## config.mk

```make
export PLATFORM = sky130hd
export DESIGN_NAME = psk_byte_modulator
export DESIGN_NICKNAME = d
export VERILOG_FILES = /design/src/rtl/core/pskmod_pkg.sv /design/src/rtl/core/psk_byte_modulator.sv /design/src/rtl/core/pskmod_front.sv /design/src/rtl/core/pskmod_queue.sv /design/src/rtl/core/pskmod_back.sv
export SDC_FILE = /design/constraint.sdc
export NUM_CORES = 1
export LEC_CHECK = 0
export BUFFER_PORTS_ARGS = -buffer_cell sky130_fd_sc_hd__buf_4
export CAP_MARGIN = 5
export CORE_MARGIN = 1
export CORE_UTILIZATION = 38
export CTS_BUF_LIST = sky130_fd_sc_hd__clkbuf_2
export CTS_CLUSTER_SIZE = 12
export DETAILED_ROUTE_END_ITERATION = 8
export MAX_ROUTING_LAYER = met4
export PLACE_DENSITY = 0.56
export SYNTH_ARGS = -nofsm -noshare
export SYNTH_HDL_FRONTEND = slang
export SYNTH_SLANG_ARGS = --single-unit
```

## constraint.sdc

```tcl
create_clock -name clk -period 5.8 [get_ports clk]
set_clock_uncertainty 0.1 [all_clocks]
set_input_delay 0.58 -clock clk [delete_from_list [all_inputs] [get_ports clk]]
set_output_delay 0.58 -clock clk [all_outputs]
set_load 0.01 [all_outputs]
```

## src/rtl/core/pskmod_pkg.sv

```systemverilog
// ----------------------------------------------------------------------------
// pskmod_pkg
// Shared types, constants and the sine magnitude function of the PSK byte
// modulator.
// ----------------------------------------------------------------------------
package pskmod_pkg;

  localparam int SINE_TABLE_BITS_DEF = 10;

  // config register indexes (paddr[2])
  localparam logic REG_PHASE_STEP = 1'b0;
  localparam logic REG_SPS        = 1'b1;

  localparam logic [15:0] SPS_RESET = 16'd800;

  // input word kinds (in_tuser)
  localparam logic ACT_LOAD = 1'b0;
  localparam logic ACT_TICK = 1'b1;

  // phase jumps at symbol start, turns * 2^32
  localparam logic [31:0] JUMP_BIT1 = 32'h4000_0000;
  localparam logic [31:0] JUMP_BIT0 = 32'h8000_0000;
  localparam logic [31:0] JUMP_SEP  = 32'hC000_0000;

  localparam logic [3:0] SYM_SEP = 4'd8;

  localparam longint unsigned PI_HALF_Q30 = 64'd1686629713;
  localparam longint unsigned ONE_Q30     = 64'd1 << 30;

  localparam logic [6:0] MAG_FULL = 7'd64;

  // flags that travel with each result word
  typedef struct packed {
    logic valid;
    logic last;
    logic accepted;
  } psk_flags_t;

  // Sine magnitude, 64*sin, for quarter-turn offset f of 2^(tb-2) units.
  // Evaluated at elaboration only.
  function automatic logic [6:0] sine_mag(input longint unsigned f, input int tb);
    longint unsigned quarter;
    longint unsigned x;
    longint unsigned x2;
    longint unsigned r;
    longint unsigned s;
    longint unsigned m;
    quarter = 64'd1 << (tb - 2);
    if (f >= quarter) begin
      return MAG_FULL;
    end
    x  = (f * PI_HALF_Q30) >> (tb - 2);
    x2 = (x * x) >> 30;
    r  = ONE_Q30;
    r  = ONE_Q30 - ((x2 * r) >> 30) / 110;
    r  = ONE_Q30 - ((x2 * r) >> 30) / 72;
    r  = ONE_Q30 - ((x2 * r) >> 30) / 42;
    r  = ONE_Q30 - ((x2 * r) >> 30) / 20;
    r  = ONE_Q30 - ((x2 * r) >> 30) / 6;
    s  = (x * r) >> 30;
    m  = (64 * s) >> 30;
    if (m > 64) begin
      m = 64;
    end
    return m[6:0];
  endfunction

endpackage

```

## src/rtl/core/psk_byte_modulator.sv

```systemverilog
// ----------------------------------------------------------------------------
// psk_byte_modulator
// Differential PSK byte modulator on a numerically controlled carrier.
// ----------------------------------------------------------------------------
// Each byte goes out MSB first as eight symbols plus a separator symbol; at a
// symbol start the carrier phase jumps a quarter turn for a 1, a half turn
// for a 0 and three quarters for the separator. A tick word yields one sample
// 64*sin(phase) (sample_valid=0 and phase held if no byte is queued); a load
// word fills the holding slot and reports whether it was free. Every input
// word gives exactly one result word. The block takes one word per clock
// while its queue has room: the whole state update (buffers, counters, phase
// add) is done in the front part, the sine table read in the back part, and
// a two-entry queue sits between them. A result waits in the queue until
// the output register can take it. Config registers: phase_step at 0x0,
// samples_per_symbol at 0x4 (reset 800, zero acts as one); write them only
// while the block is idle.
// ----------------------------------------------------------------------------
module psk_byte_modulator
  import pskmod_pkg::*;
#(
  parameter int SINE_TABLE_BITS = SINE_TABLE_BITS_DEF
) (
  input  logic        clk,
  input  logic        rst_n,
  // input stream
  input  logic        in_tvalid,
  output logic        in_tready,
  input  logic [7:0]  in_tdata,   // [7:0] data_byte
  input  logic [0:0]  in_tuser,   // [0] action (0 load, 1 tick)
  // result stream
  output logic        out_tvalid,
  input  logic        out_tready,
  output logic [7:0]  out_tdata,  // [7:0] sample (signed)
  output logic        out_tlast,  // last_of_byte
  output logic [1:0]  out_tuser,  // [0] sample_valid, [1] load_accepted
  // config port
  input  logic        cfg_psel,
  input  logic        cfg_penable,
  input  logic        cfg_pwrite,
  input  logic [2:0]  cfg_paddr,
  input  logic [31:0] cfg_pwdata,
  output logic [31:0] cfg_prdata,
  output logic        cfg_pready
);

  localparam int QW = SINE_TABLE_BITS + $bits(psk_flags_t);

  // config registers
  logic [31:0] phase_step_r, phase_step_nxt;
  logic [15:0] sps_r, sps_nxt;
  logic        cfg_wr;

  assign cfg_pready = 1'b1;
  assign cfg_wr     = cfg_psel && cfg_penable && cfg_pwrite && cfg_pready;

  always_comb begin
    phase_step_nxt = phase_step_r;
    sps_nxt        = sps_r;
    if (cfg_wr) begin
      case (cfg_paddr[2])
        REG_PHASE_STEP: phase_step_nxt = cfg_pwdata;
        REG_SPS:        sps_nxt        = cfg_pwdata[15:0];
        default: ;
      endcase
    end
  end

  always_comb begin
    case (cfg_paddr[2])
      REG_PHASE_STEP: cfg_prdata = phase_step_r;
      REG_SPS:        cfg_prdata = {16'd0, sps_r};
      default:        cfg_prdata = '0;
    endcase
  end

  always_ff @(posedge clk) begin
    if (!rst_n) begin
      phase_step_r <= '0;
      sps_r        <= SPS_RESET;
    end else begin
      phase_step_r <= phase_step_nxt;
      sps_r        <= sps_nxt;
    end
  end

  // front -> queue -> back
  logic                       in_fire;
  logic [SINE_TABLE_BITS-1:0] push_q;
  psk_flags_t                 push_flags;
  logic                       q_not_full;
  logic                       q_not_empty;
  logic                       q_pop;
  logic [QW-1:0]              q_out;
  psk_flags_t                 q_flags;

  assign in_tready = q_not_full;
  assign in_fire   = in_tvalid && in_tready;

  pskmod_front #(
    .SINE_TABLE_BITS(SINE_TABLE_BITS)
  ) u_front (
    .clk               (clk),
    .rst_n             (rst_n),
    .in_fire           (in_fire),
    .in_action         (in_tuser[0]),
    .in_byte           (in_tdata),
    .phase_step        (phase_step_r),
    .samples_per_symbol(sps_r),
    .push_q            (push_q),
    .push_flags        (push_flags)
  );

  pskmod_queue #(
    .WIDTH(QW)
  ) u_queue (
    .clk      (clk),
    .rst_n    (rst_n),
    .push     (in_fire),
    .push_data({push_q, push_flags}),
    .not_full (q_not_full),
    .pop      (q_pop),
    .not_empty(q_not_empty),
    .pop_data (q_out)
  );

  assign q_flags = q_out[$bits(psk_flags_t)-1:0];

  pskmod_back #(
    .SINE_TABLE_BITS(SINE_TABLE_BITS)
  ) u_back (
    .clk        (clk),
    .rst_n      (rst_n),
    .q_not_empty(q_not_empty),
    .q_phase    (q_out[QW-1 -: SINE_TABLE_BITS]),
    .q_flags    (q_flags),
    .q_pop      (q_pop),
    .out_tvalid (out_tvalid),
    .out_tready (out_tready),
    .out_tdata  (out_tdata),
    .out_tlast  (out_tlast),
    .out_tuser  (out_tuser)
  );

endmodule

```

## src/rtl/core/pskmod_front.sv

```systemverilog
// ----------------------------------------------------------------------------
// pskmod_front
// Takes load and tick words, keeps the byte buffers, symbol counters and the
// carrier phase, and emits the table phase plus result flags per word.
// ----------------------------------------------------------------------------
module pskmod_front
  import pskmod_pkg::*;
#(
  parameter int SINE_TABLE_BITS = SINE_TABLE_BITS_DEF
) (
  input  logic                       clk,
  input  logic                       rst_n,
  input  logic                       in_fire,
  input  logic                       in_action,
  input  logic [7:0]                 in_byte,
  input  logic [31:0]                phase_step,
  input  logic [15:0]                samples_per_symbol,
  output logic [SINE_TABLE_BITS-1:0] push_q,
  output psk_flags_t                 push_flags
);

  logic [31:0] phase_r, phase_nxt;
  logic [7:0]  act_byte_r, act_byte_nxt;
  logic        act_flag_r, act_flag_nxt;
  logic [7:0]  nxt_byte_r, nxt_byte_nxt;
  logic        nxt_flag_r, nxt_flag_nxt;
  logic [3:0]  sym_r, sym_nxt;
  logic [15:0] samp_r, samp_nxt;

  logic        promote;
  logic        act_eff;
  logic [7:0]  byte_eff;
  logic [3:0]  sym_eff;
  logic [15:0] samp_eff;
  logic        nxt_flag_eff;
  logic [31:0] jump;
  logic [31:0] phase_cur;
  logic        sym_end;
  logic        cur_bit;

  always_comb begin
    phase_nxt    = phase_r;
    act_byte_nxt = act_byte_r;
    act_flag_nxt = act_flag_r;
    nxt_byte_nxt = nxt_byte_r;
    nxt_flag_nxt = nxt_flag_r;
    sym_nxt      = sym_r;
    samp_nxt     = samp_r;
    push_q       = '0;
    push_flags   = '0;

    // holding slot moves up when nothing is in progress
    promote      = !act_flag_r && nxt_flag_r;
    act_eff      = act_flag_r || nxt_flag_r;
    byte_eff     = promote ? nxt_byte_r : act_byte_r;
    sym_eff      = promote ? 4'd0 : sym_r;
    samp_eff     = promote ? 16'd0 : samp_r;
    nxt_flag_eff = promote ? 1'b0 : nxt_flag_r;

    cur_bit = byte_eff[3'd7 - sym_eff[2:0]];
    if (sym_eff >= SYM_SEP) begin
      jump = JUMP_SEP;
    end else if (cur_bit) begin
      jump = JUMP_BIT1;
    end else begin
      jump = JUMP_BIT0;
    end
    phase_cur = (samp_eff == 16'd0) ? phase_r + jump : phase_r;
    // zero length behaves as one sample
    sym_end   = ({1'b0, samp_eff} + 17'd1) >= {1'b0, samples_per_symbol};

    if (in_fire) begin
      if (in_action == ACT_LOAD) begin
        if (!nxt_flag_r) begin
          nxt_byte_nxt        = in_byte;
          nxt_flag_nxt        = 1'b1;
          push_flags.accepted = 1'b1;
        end
      end else if (act_eff) begin
        act_byte_nxt     = byte_eff;
        act_flag_nxt     = 1'b1;
        nxt_flag_nxt     = nxt_flag_eff;
        push_q           = phase_cur[31 -: SINE_TABLE_BITS];
        push_flags.valid = 1'b1;
        phase_nxt        = phase_cur + phase_step;
        if (sym_end) begin
          samp_nxt = 16'd0;
          if (sym_eff >= SYM_SEP) begin
            push_flags.last = 1'b1;
            sym_nxt         = 4'd0;
            act_flag_nxt    = nxt_flag_eff;
            nxt_flag_nxt    = 1'b0;
            if (nxt_flag_eff) begin
              act_byte_nxt = nxt_byte_r;
            end
          end else begin
            sym_nxt = sym_eff + 4'd1;
          end
        end else begin
          sym_nxt  = sym_eff;
          samp_nxt = samp_eff + 16'd1;
        end
      end
    end
  end

  always_ff @(posedge clk) begin
    if (!rst_n) begin
      phase_r    <= '0;
      act_byte_r <= '0;
      act_flag_r <= 1'b0;
      nxt_byte_r <= '0;
      nxt_flag_r <= 1'b0;
      sym_r      <= '0;
      samp_r     <= '0;
    end else begin
      phase_r    <= phase_nxt;
      act_byte_r <= act_byte_nxt;
      act_flag_r <= act_flag_nxt;
      nxt_byte_r <= nxt_byte_nxt;
      nxt_flag_r <= nxt_flag_nxt;
      sym_r      <= sym_nxt;
      samp_r     <= samp_nxt;
    end
  end

endmodule

```

## src/rtl/core/pskmod_queue.sv

```systemverilog
// ----------------------------------------------------------------------------
// pskmod_queue
// Two-entry queue between the front and back parts.
// ----------------------------------------------------------------------------
module pskmod_queue
  import pskmod_pkg::*;
#(
  parameter int WIDTH = SINE_TABLE_BITS_DEF + 3
) (
  input  logic             clk,
  input  logic             rst_n,
  input  logic             push,
  input  logic [WIDTH-1:0] push_data,
  output logic             not_full,
  input  logic             pop,
  output logic             not_empty,
  output logic [WIDTH-1:0] pop_data
);

  logic [WIDTH-1:0] mem [2];
  logic             wr_ptr_r, wr_ptr_nxt;
  logic             rd_ptr_r, rd_ptr_nxt;
  logic [1:0]       count_r, count_nxt;

  assign not_full  = (count_r != 2'd2);
  assign not_empty = (count_r != 2'd0);
  assign pop_data  = mem[rd_ptr_r];

  always_comb begin
    wr_ptr_nxt = push ? !wr_ptr_r : wr_ptr_r;
    rd_ptr_nxt = pop ? !rd_ptr_r : rd_ptr_r;
    count_nxt  = count_r + {1'b0, push} - {1'b0, pop};
  end

  always_ff @(posedge clk) begin
    if (push) begin
      mem[wr_ptr_r] <= push_data;
    end
  end

  always_ff @(posedge clk) begin
    if (!rst_n) begin
      wr_ptr_r <= 1'b0;
      rd_ptr_r <= 1'b0;
      count_r  <= 2'd0;
    end else begin
      wr_ptr_r <= wr_ptr_nxt;
      rd_ptr_r <= rd_ptr_nxt;
      count_r  <= count_nxt;
    end
  end

endmodule

```

## src/rtl/core/pskmod_back.sv

```systemverilog
// ----------------------------------------------------------------------------
// pskmod_back
// Sine lookup and sign, into the output register of the result channel.
// ----------------------------------------------------------------------------
module pskmod_back
  import pskmod_pkg::*;
#(
  parameter int SINE_TABLE_BITS = SINE_TABLE_BITS_DEF
) (
  input  logic                       clk,
  input  logic                       rst_n,
  input  logic                       q_not_empty,
  input  logic [SINE_TABLE_BITS-1:0] q_phase,
  input  psk_flags_t                 q_flags,
  output logic                       q_pop,
  output logic                       out_tvalid,
  input  logic                       out_tready,
  output logic [7:0]                 out_tdata,
  output logic                       out_tlast,
  output logic [1:0]                 out_tuser
);

  localparam int QB      = SINE_TABLE_BITS - 2;
  localparam int QUARTER = 1 << QB;

  // magnitude table over one quarter turn, endpoint included
  logic [6:0] mag_tab [QUARTER+1];

  for (genvar i = 0; i <= QUARTER; i++) begin : g_tab
    assign mag_tab[i] = sine_mag(longint'(i), SINE_TABLE_BITS);
  end

  logic [1:0]    quad;
  logic [QB-1:0] offset;
  logic [QB:0]   f;
  logic [6:0]    mag;
  logic [7:0]    smp;

  logic       out_valid_r, out_valid_nxt;
  logic [7:0] out_data_r, out_data_nxt;
  logic       out_last_r, out_last_nxt;
  logic [1:0] out_user_r, out_user_nxt;

  assign quad   = q_phase[SINE_TABLE_BITS-1 -: 2];
  assign offset = q_phase[QB-1:0];
  assign f      = quad[0] ? (QB+1)'(QUARTER) - {1'b0, offset} : {1'b0, offset};
  assign mag    = mag_tab[f];

  always_comb begin
    if (!q_flags.valid) begin
      smp = 8'd0;
    end else if (quad[1]) begin
      smp = 8'd0 - {1'b0, mag};
    end else begin
      smp = {1'b0, mag};
    end
  end

  assign q_pop = q_not_empty && (!out_valid_r || out_tready);

  always_comb begin
    out_valid_nxt = out_valid_r;
    out_data_nxt  = out_data_r;
    out_last_nxt  = out_last_r;
    out_user_nxt  = out_user_r;
    if (q_pop) begin
      out_valid_nxt = 1'b1;
      out_data_nxt  = smp;
      out_last_nxt  = q_flags.last;
      out_user_nxt  = {q_flags.accepted, q_flags.valid};
    end else if (out_tready) begin
      out_valid_nxt = 1'b0;
    end
  end

  always_ff @(posedge clk) begin
    if (!rst_n) begin
      out_valid_r <= 1'b0;
    end else begin
      out_valid_r <= out_valid_nxt;
    end
  end

  always_ff @(posedge clk) begin
    out_data_r <= out_data_nxt;
    out_last_r <= out_last_nxt;
    out_user_r <= out_user_nxt;
  end

  assign out_tvalid = out_valid_r;
  assign out_tdata  = out_data_r;
  assign out_tlast  = out_last_r;
  assign out_tuser  = out_user_r;

endmodule
```

# Yosys cells after proc, flatten, opt, wreduce, memory -nomap -nowiden
# Memories as Yosys holds them, arrays and structs flattened. A register that Yosys moved wholly into a read port is not among the register bits.
# Index checks and enable logic that the tools add are counted.
# word_totals
romBits,3584
regBits,134
mem_bits_rw,26
n_memories,2
out_inout_bits,46
input_bits,51
# classes
order_cmp,4
addsub,10
n_bitwise,4
n_mux,42
eq_ne,2
reduce_logical,20
# memory_table
memory,words,word_bits,read_ports,rd_clocked_by_memory_dff,wr,line,rtl
(no name shown),512,7,1,0,0,pskmod_back.sv:47,assign mag = mag_tab[f];
u_queue.mem,2,13,1,1,1,pskmod_queue.sv:20,logic [WIDTH-1:0] mem [2];
# op_table
op,n
2-to-1 mux 32 bit,3
adder 32 bit,2
one-hot mux 32 bit (2 select lines),1
2-to-1 mux 16 bit,2
2-to-1 mux 8 bit,4
2-to-1 mux 10 bit,3
2-to-1 mux 7 bit,3
2-to-1 mux 1 bit,18
adder 16 x 1 -> 17 bit (second input constant),1
>= comparator 17 x 16 -> 1 bit,1
adder 16 x 1 -> 16 bit (second input constant),1
logical NOT 16 bit,1
2-to-1 mux 4 bit,3
>= comparator 10 bit (second input constant),1
NOT 9 -> 10 bit,1
2-to-1 mux 9 bit,1
subtractor 9 x 8 -> 9 bit (first input constant),1
AND reduction 2 bit,4
subtractor 1 x 7 -> 8 bit (first input constant),1
AND reduction 3 bit,2
logical AND 1 bit,5
adder 4 x 1 -> 4 bit (second input constant),1
>= comparator 4 bit (second input constant),1
logical NOT 1 bit,4
12 further kinds,17

# Logic depth before layout (Yosys ltp)
# logic_depth
word_depth,13
depth_mapped,22
mapped_depth_nobuf,18

# Modules after synthesis
# Synthesis repeated with hierarchy kept, for this count alone.
# unflattened
cells_unflattened,1311
area_unflattened_um2,11065.6
# modules_own_cells
mod,area_per_inst_um2,instances,seq_area_each_um2,cells_per_inst
pskmod_front,5292.6,1,1401.3,686
pskmod_back,2382.3,1,350.3,328
psk_byte_modulator,2224.6,1,960.9,236
pskmod_queue,1166.1,1,880.8,61

# Worst setup path after synthesis
# OpenSTA, ideal clock, no wires.
# synth_path
path_type,reg2reg
from,register u_front.act_flag_r
to,register u_front.samp_r[10]
path_buffers,3
period_less_slack_ps,4829
arrival_time_ps,4659
setup_ps,70
stages_incl_launch_ff,22
path_slack_ps,971
required_time_ps,5630
path_cell_list,dfxtp_1 nand2b_1 clkbuf_1 buf_1 nand2_1 inv_1 ha_1 nand3_1 nor2_1 nand4_1 or3_1 a21oi_1 ha_1 a21o_1 a21oi_1 nor2b_1 a2111oi_0 a21oi_1 nor3_1 clkbuf_1 nand3_1 a21oi_1
# synth_between
elab_chain_len,6
elab_cells_between_ends,9
cone_classes,add/sub (2); order compare (1); mux (2); reduce/logical (4)
# synth_rtl
item,line,rtl
"start, declared",pskmod_front.sv:24,"logic act_flag_r, act_flag_nxt;"
"start signal, assigned",pskmod_front.sv:119,act_flag_r <= act_flag_nxt;
logical NOT 1 bit,pskmod_front.sv:53,promote = !act_flag_r && nxt_flag_r;
logical AND 1 bit,pskmod_front.sv:53,
2-to-1 mux 16 bit,pskmod_front.sv:57,samp_eff = promote ? 16'd0 : samp_r;
adder 16 x 1 -> 17 bit,pskmod_front.sv:70,"sym_end = ({1'b0, samp_eff} + 17'd1) >= {1'b0, samples_per_symbol};"
>= comparator 17 x 16 -> 1 bit,pskmod_front.sv:70,
2-to-1 mux 16 bit,pskmod_front.sv:86,if (sym_end) begin
"end signal, assigned",pskmod_front.sv:123,samp_r <= samp_nxt;
"end, declared",pskmod_front.sv:28,"logic [15:0] samp_r, samp_nxt;"
# Several ways; a longest one is shown, not always the timed one.
# A chain may end at the register's enable or synchronous reset.

==> qor_table.md <==
| Group | Item | Reported |
|---|---|---|
| timing | Hold violation total from the final report | 0 |
| cells and area | Most common cell after layout, fill and taps aside | sky130_fd_sc_hd__nand2_1 |
| placement | Final HPWL DP | 18900 um |
| logic synthesis | Proportion of netlist area held by the largest area contributor | 0.241 |
| timing | Tightest hold margin | 90.5 ps |
| drt | Number of nets with antenna violations after routing | 0 |
| cts | Root buffer selected by CTS | sky130_fd_sc_hd__clkbuf_2 |
| setup path | Critical path startpoint category | flip-flop |
| setup path | Crit-path max cell delay | 800 ps |
| logic synthesis | Fraction of synthesis flops using an asynchronous set or reset pin | 0 |
| power | Sum of internal, switching and leakage power | 0.00374 W |
| hold path | Path category of the worst min-delay check | input pin to flip-flop |
| logic synthesis | Cell taking the most area after synthesis | sky130_fd_sc_hd__dfxtp_1 |
| cts | TritonCTS clock tree | yes |
| cts | Number of clock buffers inserted by TritonCTS | 17 |
| logic synthesis | Yosys warns | 0 |
| drt | Routed wire length | 27100 um |
| cells and area | Final nets | 1467 |
| die | # IOs | 97 |
| logic synthesis | Cells taking the most area after synthesis | sky130_fd_sc_hd__dfxtp_1 (24%), sky130_fd_sc_hd__edfxtp_1 (11%), sky130_fd_sc_hd__nand2_1 (7.7%), sky130_fd_sc_hd__a21oi_1 (6.9%), sky130_fd_sc_hd__ha_1 (6.9%) |
| cts | Buffers inserted by post-CTS timing repair | 0 |
| global routing | GRT overflow | 0 |
| timing | Number of slew-limit violations in the final report | 0 |
| cells and area | Layout cells sized above 1 | 0.153 |
| die | Die height | 167 um |
| placement | Last weighted congestion value of the routability-driven placer | 0.918 |
| setup path | Sequence of cells on the critical path | buf_4, mux2i_2, nor4_2, nor2_2, xnor2_1, a2111oi_0, a211oi_1, o31ai_1, nor2_1, ha_1, nand2_1, o41ai_2, xor2_1, nor2_1 |
| setup path | CP endpoint kind | flip-flop |
| global routing | Maximum number of pins on one net before global-route repair | 88 |
| setup path | Data required, critical path | 6220 ps |
| power | Standby leakage power | 4.62 nW |
| hold path | Worst hold path cell count | 4 |
| setup path | Crit Path Category | flip-flop to flip-flop |
| run status | Outcome | complete, no violations |
| die | Die Footprint | 27800 sq um |
| logic synthesis | Number of unique standard cell types used by synthesis | 94 |
| drt | Drt first-iter violations | 660 |
| die | Die X-Extent | 167 um |
| logic synthesis | Synthesized cell area | 10300 sq um |
| timing | Fin Setup TNS | 0 ps |
| timing | Fin crit period | 5020 ps |
| power | Power per cell area | 313 nW/um^2 |
| die | Site Rows | 59 |
| cts | Number of clock sinks seen by CTS | 161 |
| logic synthesis | Synth Net Count | 1358 |
| drt | Routed len/inst | 15.8 um |
| drt | Detailed Routing Iterations Pass 1 | 8 |
| setup path | Library cell appearing most often on the critical path | sky130_fd_sc_hd__nor2_1 |
| timing | Final setup slack of the worst path | 776 ps |
| drt | Post-DR vias/cell | 5.36 |
| global routing | First-pass GRT wire length | 44600 um |
| logic synthesis | Post-synthesis cell count | 1249 |
| power | Worst IR Drop VDD | 0.000149 V |
| timing | Setup-violating endpoint count in the final report | 0 |
| setup path | Logic depth of the worst register-to-register path | 14 |
| drt | DRC viols | 0 |
| cells and area | Top library cells by usage in the layout, fill and taps aside | sky130_fd_sc_hd__nand2_1 (212), sky130_fd_sc_hd__a21oi_1 (143), sky130_fd_sc_hd__dfxtp_1 (124) |
| timing | Setup repair after global routing missed its margin | no |
| logic synthesis | Share of synthesized area occupied by flip-flops and latches | 0.349 |
| cts | Post-CTS clock slew at the launch and capture registers of the worst setup and hold paths | 270 ps |
| cells and area | Area added between synthesis and finish | 15.8% |
| placement | Placement-stage cell area | 11300 sq um |
| setup path | Worst Path Max Fanout | 23 |
| timing | Share of the cycle needed by the critical path after routing | 0.866 |
| placement | Place WS | 890 ps |
| drt | Via count | 9144 |
| cells and area | Final Instance Area | 11900 sq um |
| timing | Transition time at the pin with the least slew margin | 1000 ps |
| timing | Maximum clock rate | 199 MHz |
| global routing | Overall routing resource usage | 0.203 |
| cts | Source-to-sink clock delay at the later pin of the worst-skew pair | 770 ps |
| global routing | Antenna violations before repair | 1 |
| timing | Headroom to the max-slew limit | 0.333 |
| logic synthesis | Per-instance average area after synthesis | 8.25 sq um |
| flow run | Max cap viols | 0 |
| logic synthesis | Count of state elements after synthesis | 161 |
| cts | Longest Clk Path Bufs | 2 |
| die | Total core area | 26400 sq um |
| die | Starting density of the core | 0.391 |
| placement | Port buffer count | 93 |
| setup path | Worst path arrival time | 5440 ps |
| setup path | Worst-path cell with the longest stage delay | sky130_fd_sc_hd__dfxtp_1 |
| global routing | Via count of the first global-routing pass | 8719 |
| cts | Count of cells resized by post-cts repair | 0 |
| logic synthesis | Dominant synthesized flop cell | sky130_fd_sc_hd__dfxtp_1 |
| cts | Max H-tree Level | 4 |
| logic synthesis | Post-synth EDFFs | 37 |
cell families (layout without fill, tap and decap cells):
logic type | after synthesis | in the layout | synth area share
flops | 161 | 161 | 0.349
other cells | 1 | 2 | 0.000364
xor+xnor | 57 | 57 | 0.0524
buf+inv | 112 | 234 | 0.0469
compound gates | 331 | 331 | 0.206
simple gates | 483 | 483 | 0.221
mux | 46 | 46 | 0.0528
fa+ha+maj | 58 | 58 | 0.0711
area by class of cell:
cell class | count | area (sq um)
Fill cell | 2636 | 14400
Inverter | 48 | 181
Timing Repair Buffer | 154 | 1260
Clock buffer | 17 | 85.1
Sequential cell | 161 | 3590
Antenna cell | 1 | 2.50
Tap cell | 335 | 419
Clock inverter | 15 | 164
Multi-Input combinational cell | 976 | 6230
flip-flops by register name (all words and copies together) (netlist names), 2 cells and up, named ones only:
signal and count:
phase_step_r 32, sps_r 16, u_back.out_tdata 8, u_back.out_tuser 2, u_front.nxt_byte_r 8, u_front.phase_r 32, u_front.samp_r 16, u_front.sym_r 4
u_queue.count_r 2, u_queue.mem 26
power by group:
part	total, W	switching (W)	internal [W]
clock network	0.000647	0.000499	0.000148
registers	0.00134	0.0000667	0.00128
logic	0.00175	0.00106	0.000690
layer usage:
| layer | GRT usage | up-vias | wire (um) |
|---|---|---|---|
| met3 | 0.0304 | 14 | 920 |
| met2 | 0.334 | 153 | 12800 |
| li1 | - | 4673 | - |
| met5 | - | - | 0 |
| met4 | 0.0411 | 0 | 235 |
| met1 | 0.264 | 4304 | 13100 |
per-stage QoR:
step,util,cells
after CTS,0.453,1706
after global routing,0.453,1707
final,0.453,1707
after global placement,0.428,1632
after floorplan,-,1249
after detailed placement,0.428,1632
synthesized netlist by cell type, types with 6 or more instances:
cell,number
sky130_fd_sc_hd__mux2_2,23
sky130_fd_sc_hd__buf_6,7
sky130_fd_sc_hd__edfxtp_1,37
sky130_fd_sc_hd__o21ai_0,51
sky130_fd_sc_hd__buf_1,7
sky130_fd_sc_hd__xnor2_1,34
sky130_fd_sc_hd__clkbuf_1,44
sky130_fd_sc_hd__nand4_1,8
sky130_fd_sc_hd__nor4_1,6
sky130_fd_sc_hd__a21o_1,12
sky130_fd_sc_hd__and3_1,11
sky130_fd_sc_hd__and2_1,20
sky130_fd_sc_hd__o211ai_1,19
sky130_fd_sc_hd__dfxtp_1,124
sky130_fd_sc_hd__nand3_1,47
sky130_fd_sc_hd__or3_1,7
sky130_fd_sc_hd__xor2_1,19
sky130_fd_sc_hd__or3b_2,8
sky130_fd_sc_hd__a211oi_1,14
sky130_fd_sc_hd__o31ai_1,9
sky130_fd_sc_hd__a21oi_1,143
sky130_fd_sc_hd__a31oi_1,11
sky130_fd_sc_hd__nor3_1,18
sky130_fd_sc_hd__nand2_1,212
sky130_fd_sc_hd__nand2b_1,7
sky130_fd_sc_hd__ha_1,57
sky130_fd_sc_hd__o21a_1,8
sky130_fd_sc_hd__nor2_1,87
sky130_fd_sc_hd__nor2b_1,28
sky130_fd_sc_hd__inv_1,45
sky130_fd_sc_hd__mux2i_1,15
final timing paths:
kind	start	to	slack, ps
setup / recovery	flip-flop	u_back.out_tdata[6]	780
hold / removal	in_tuser	u_front.nxt_flag_r	90
setup reg to reg	flip-flop	u_back.out_tdata[6]	780
hold reg to reg	u_front.phase_r[10]	u_front.phase_r[10]	370
timing repair:
action                                  in CTS  in global routing
endpoints found under the setup margin       0                  0
hold buffers                                42                  0
hold endpoints to repair                    57                  0
worst max-delay path: cells and delay by family (launching register included):
kind | cells | cell delay, ps
and+or+nand+nor | 5 | 1190
AOI/OAI and AO/OA | 4 | 1150
DFF | 1 | 800
muxes | 1 | 630
buffers and inverters | 1 | 400
xor gates and xnor gates | 2 | 290
adders and majority gates | 1 | 260
Power figures use the tool's default switching activity.
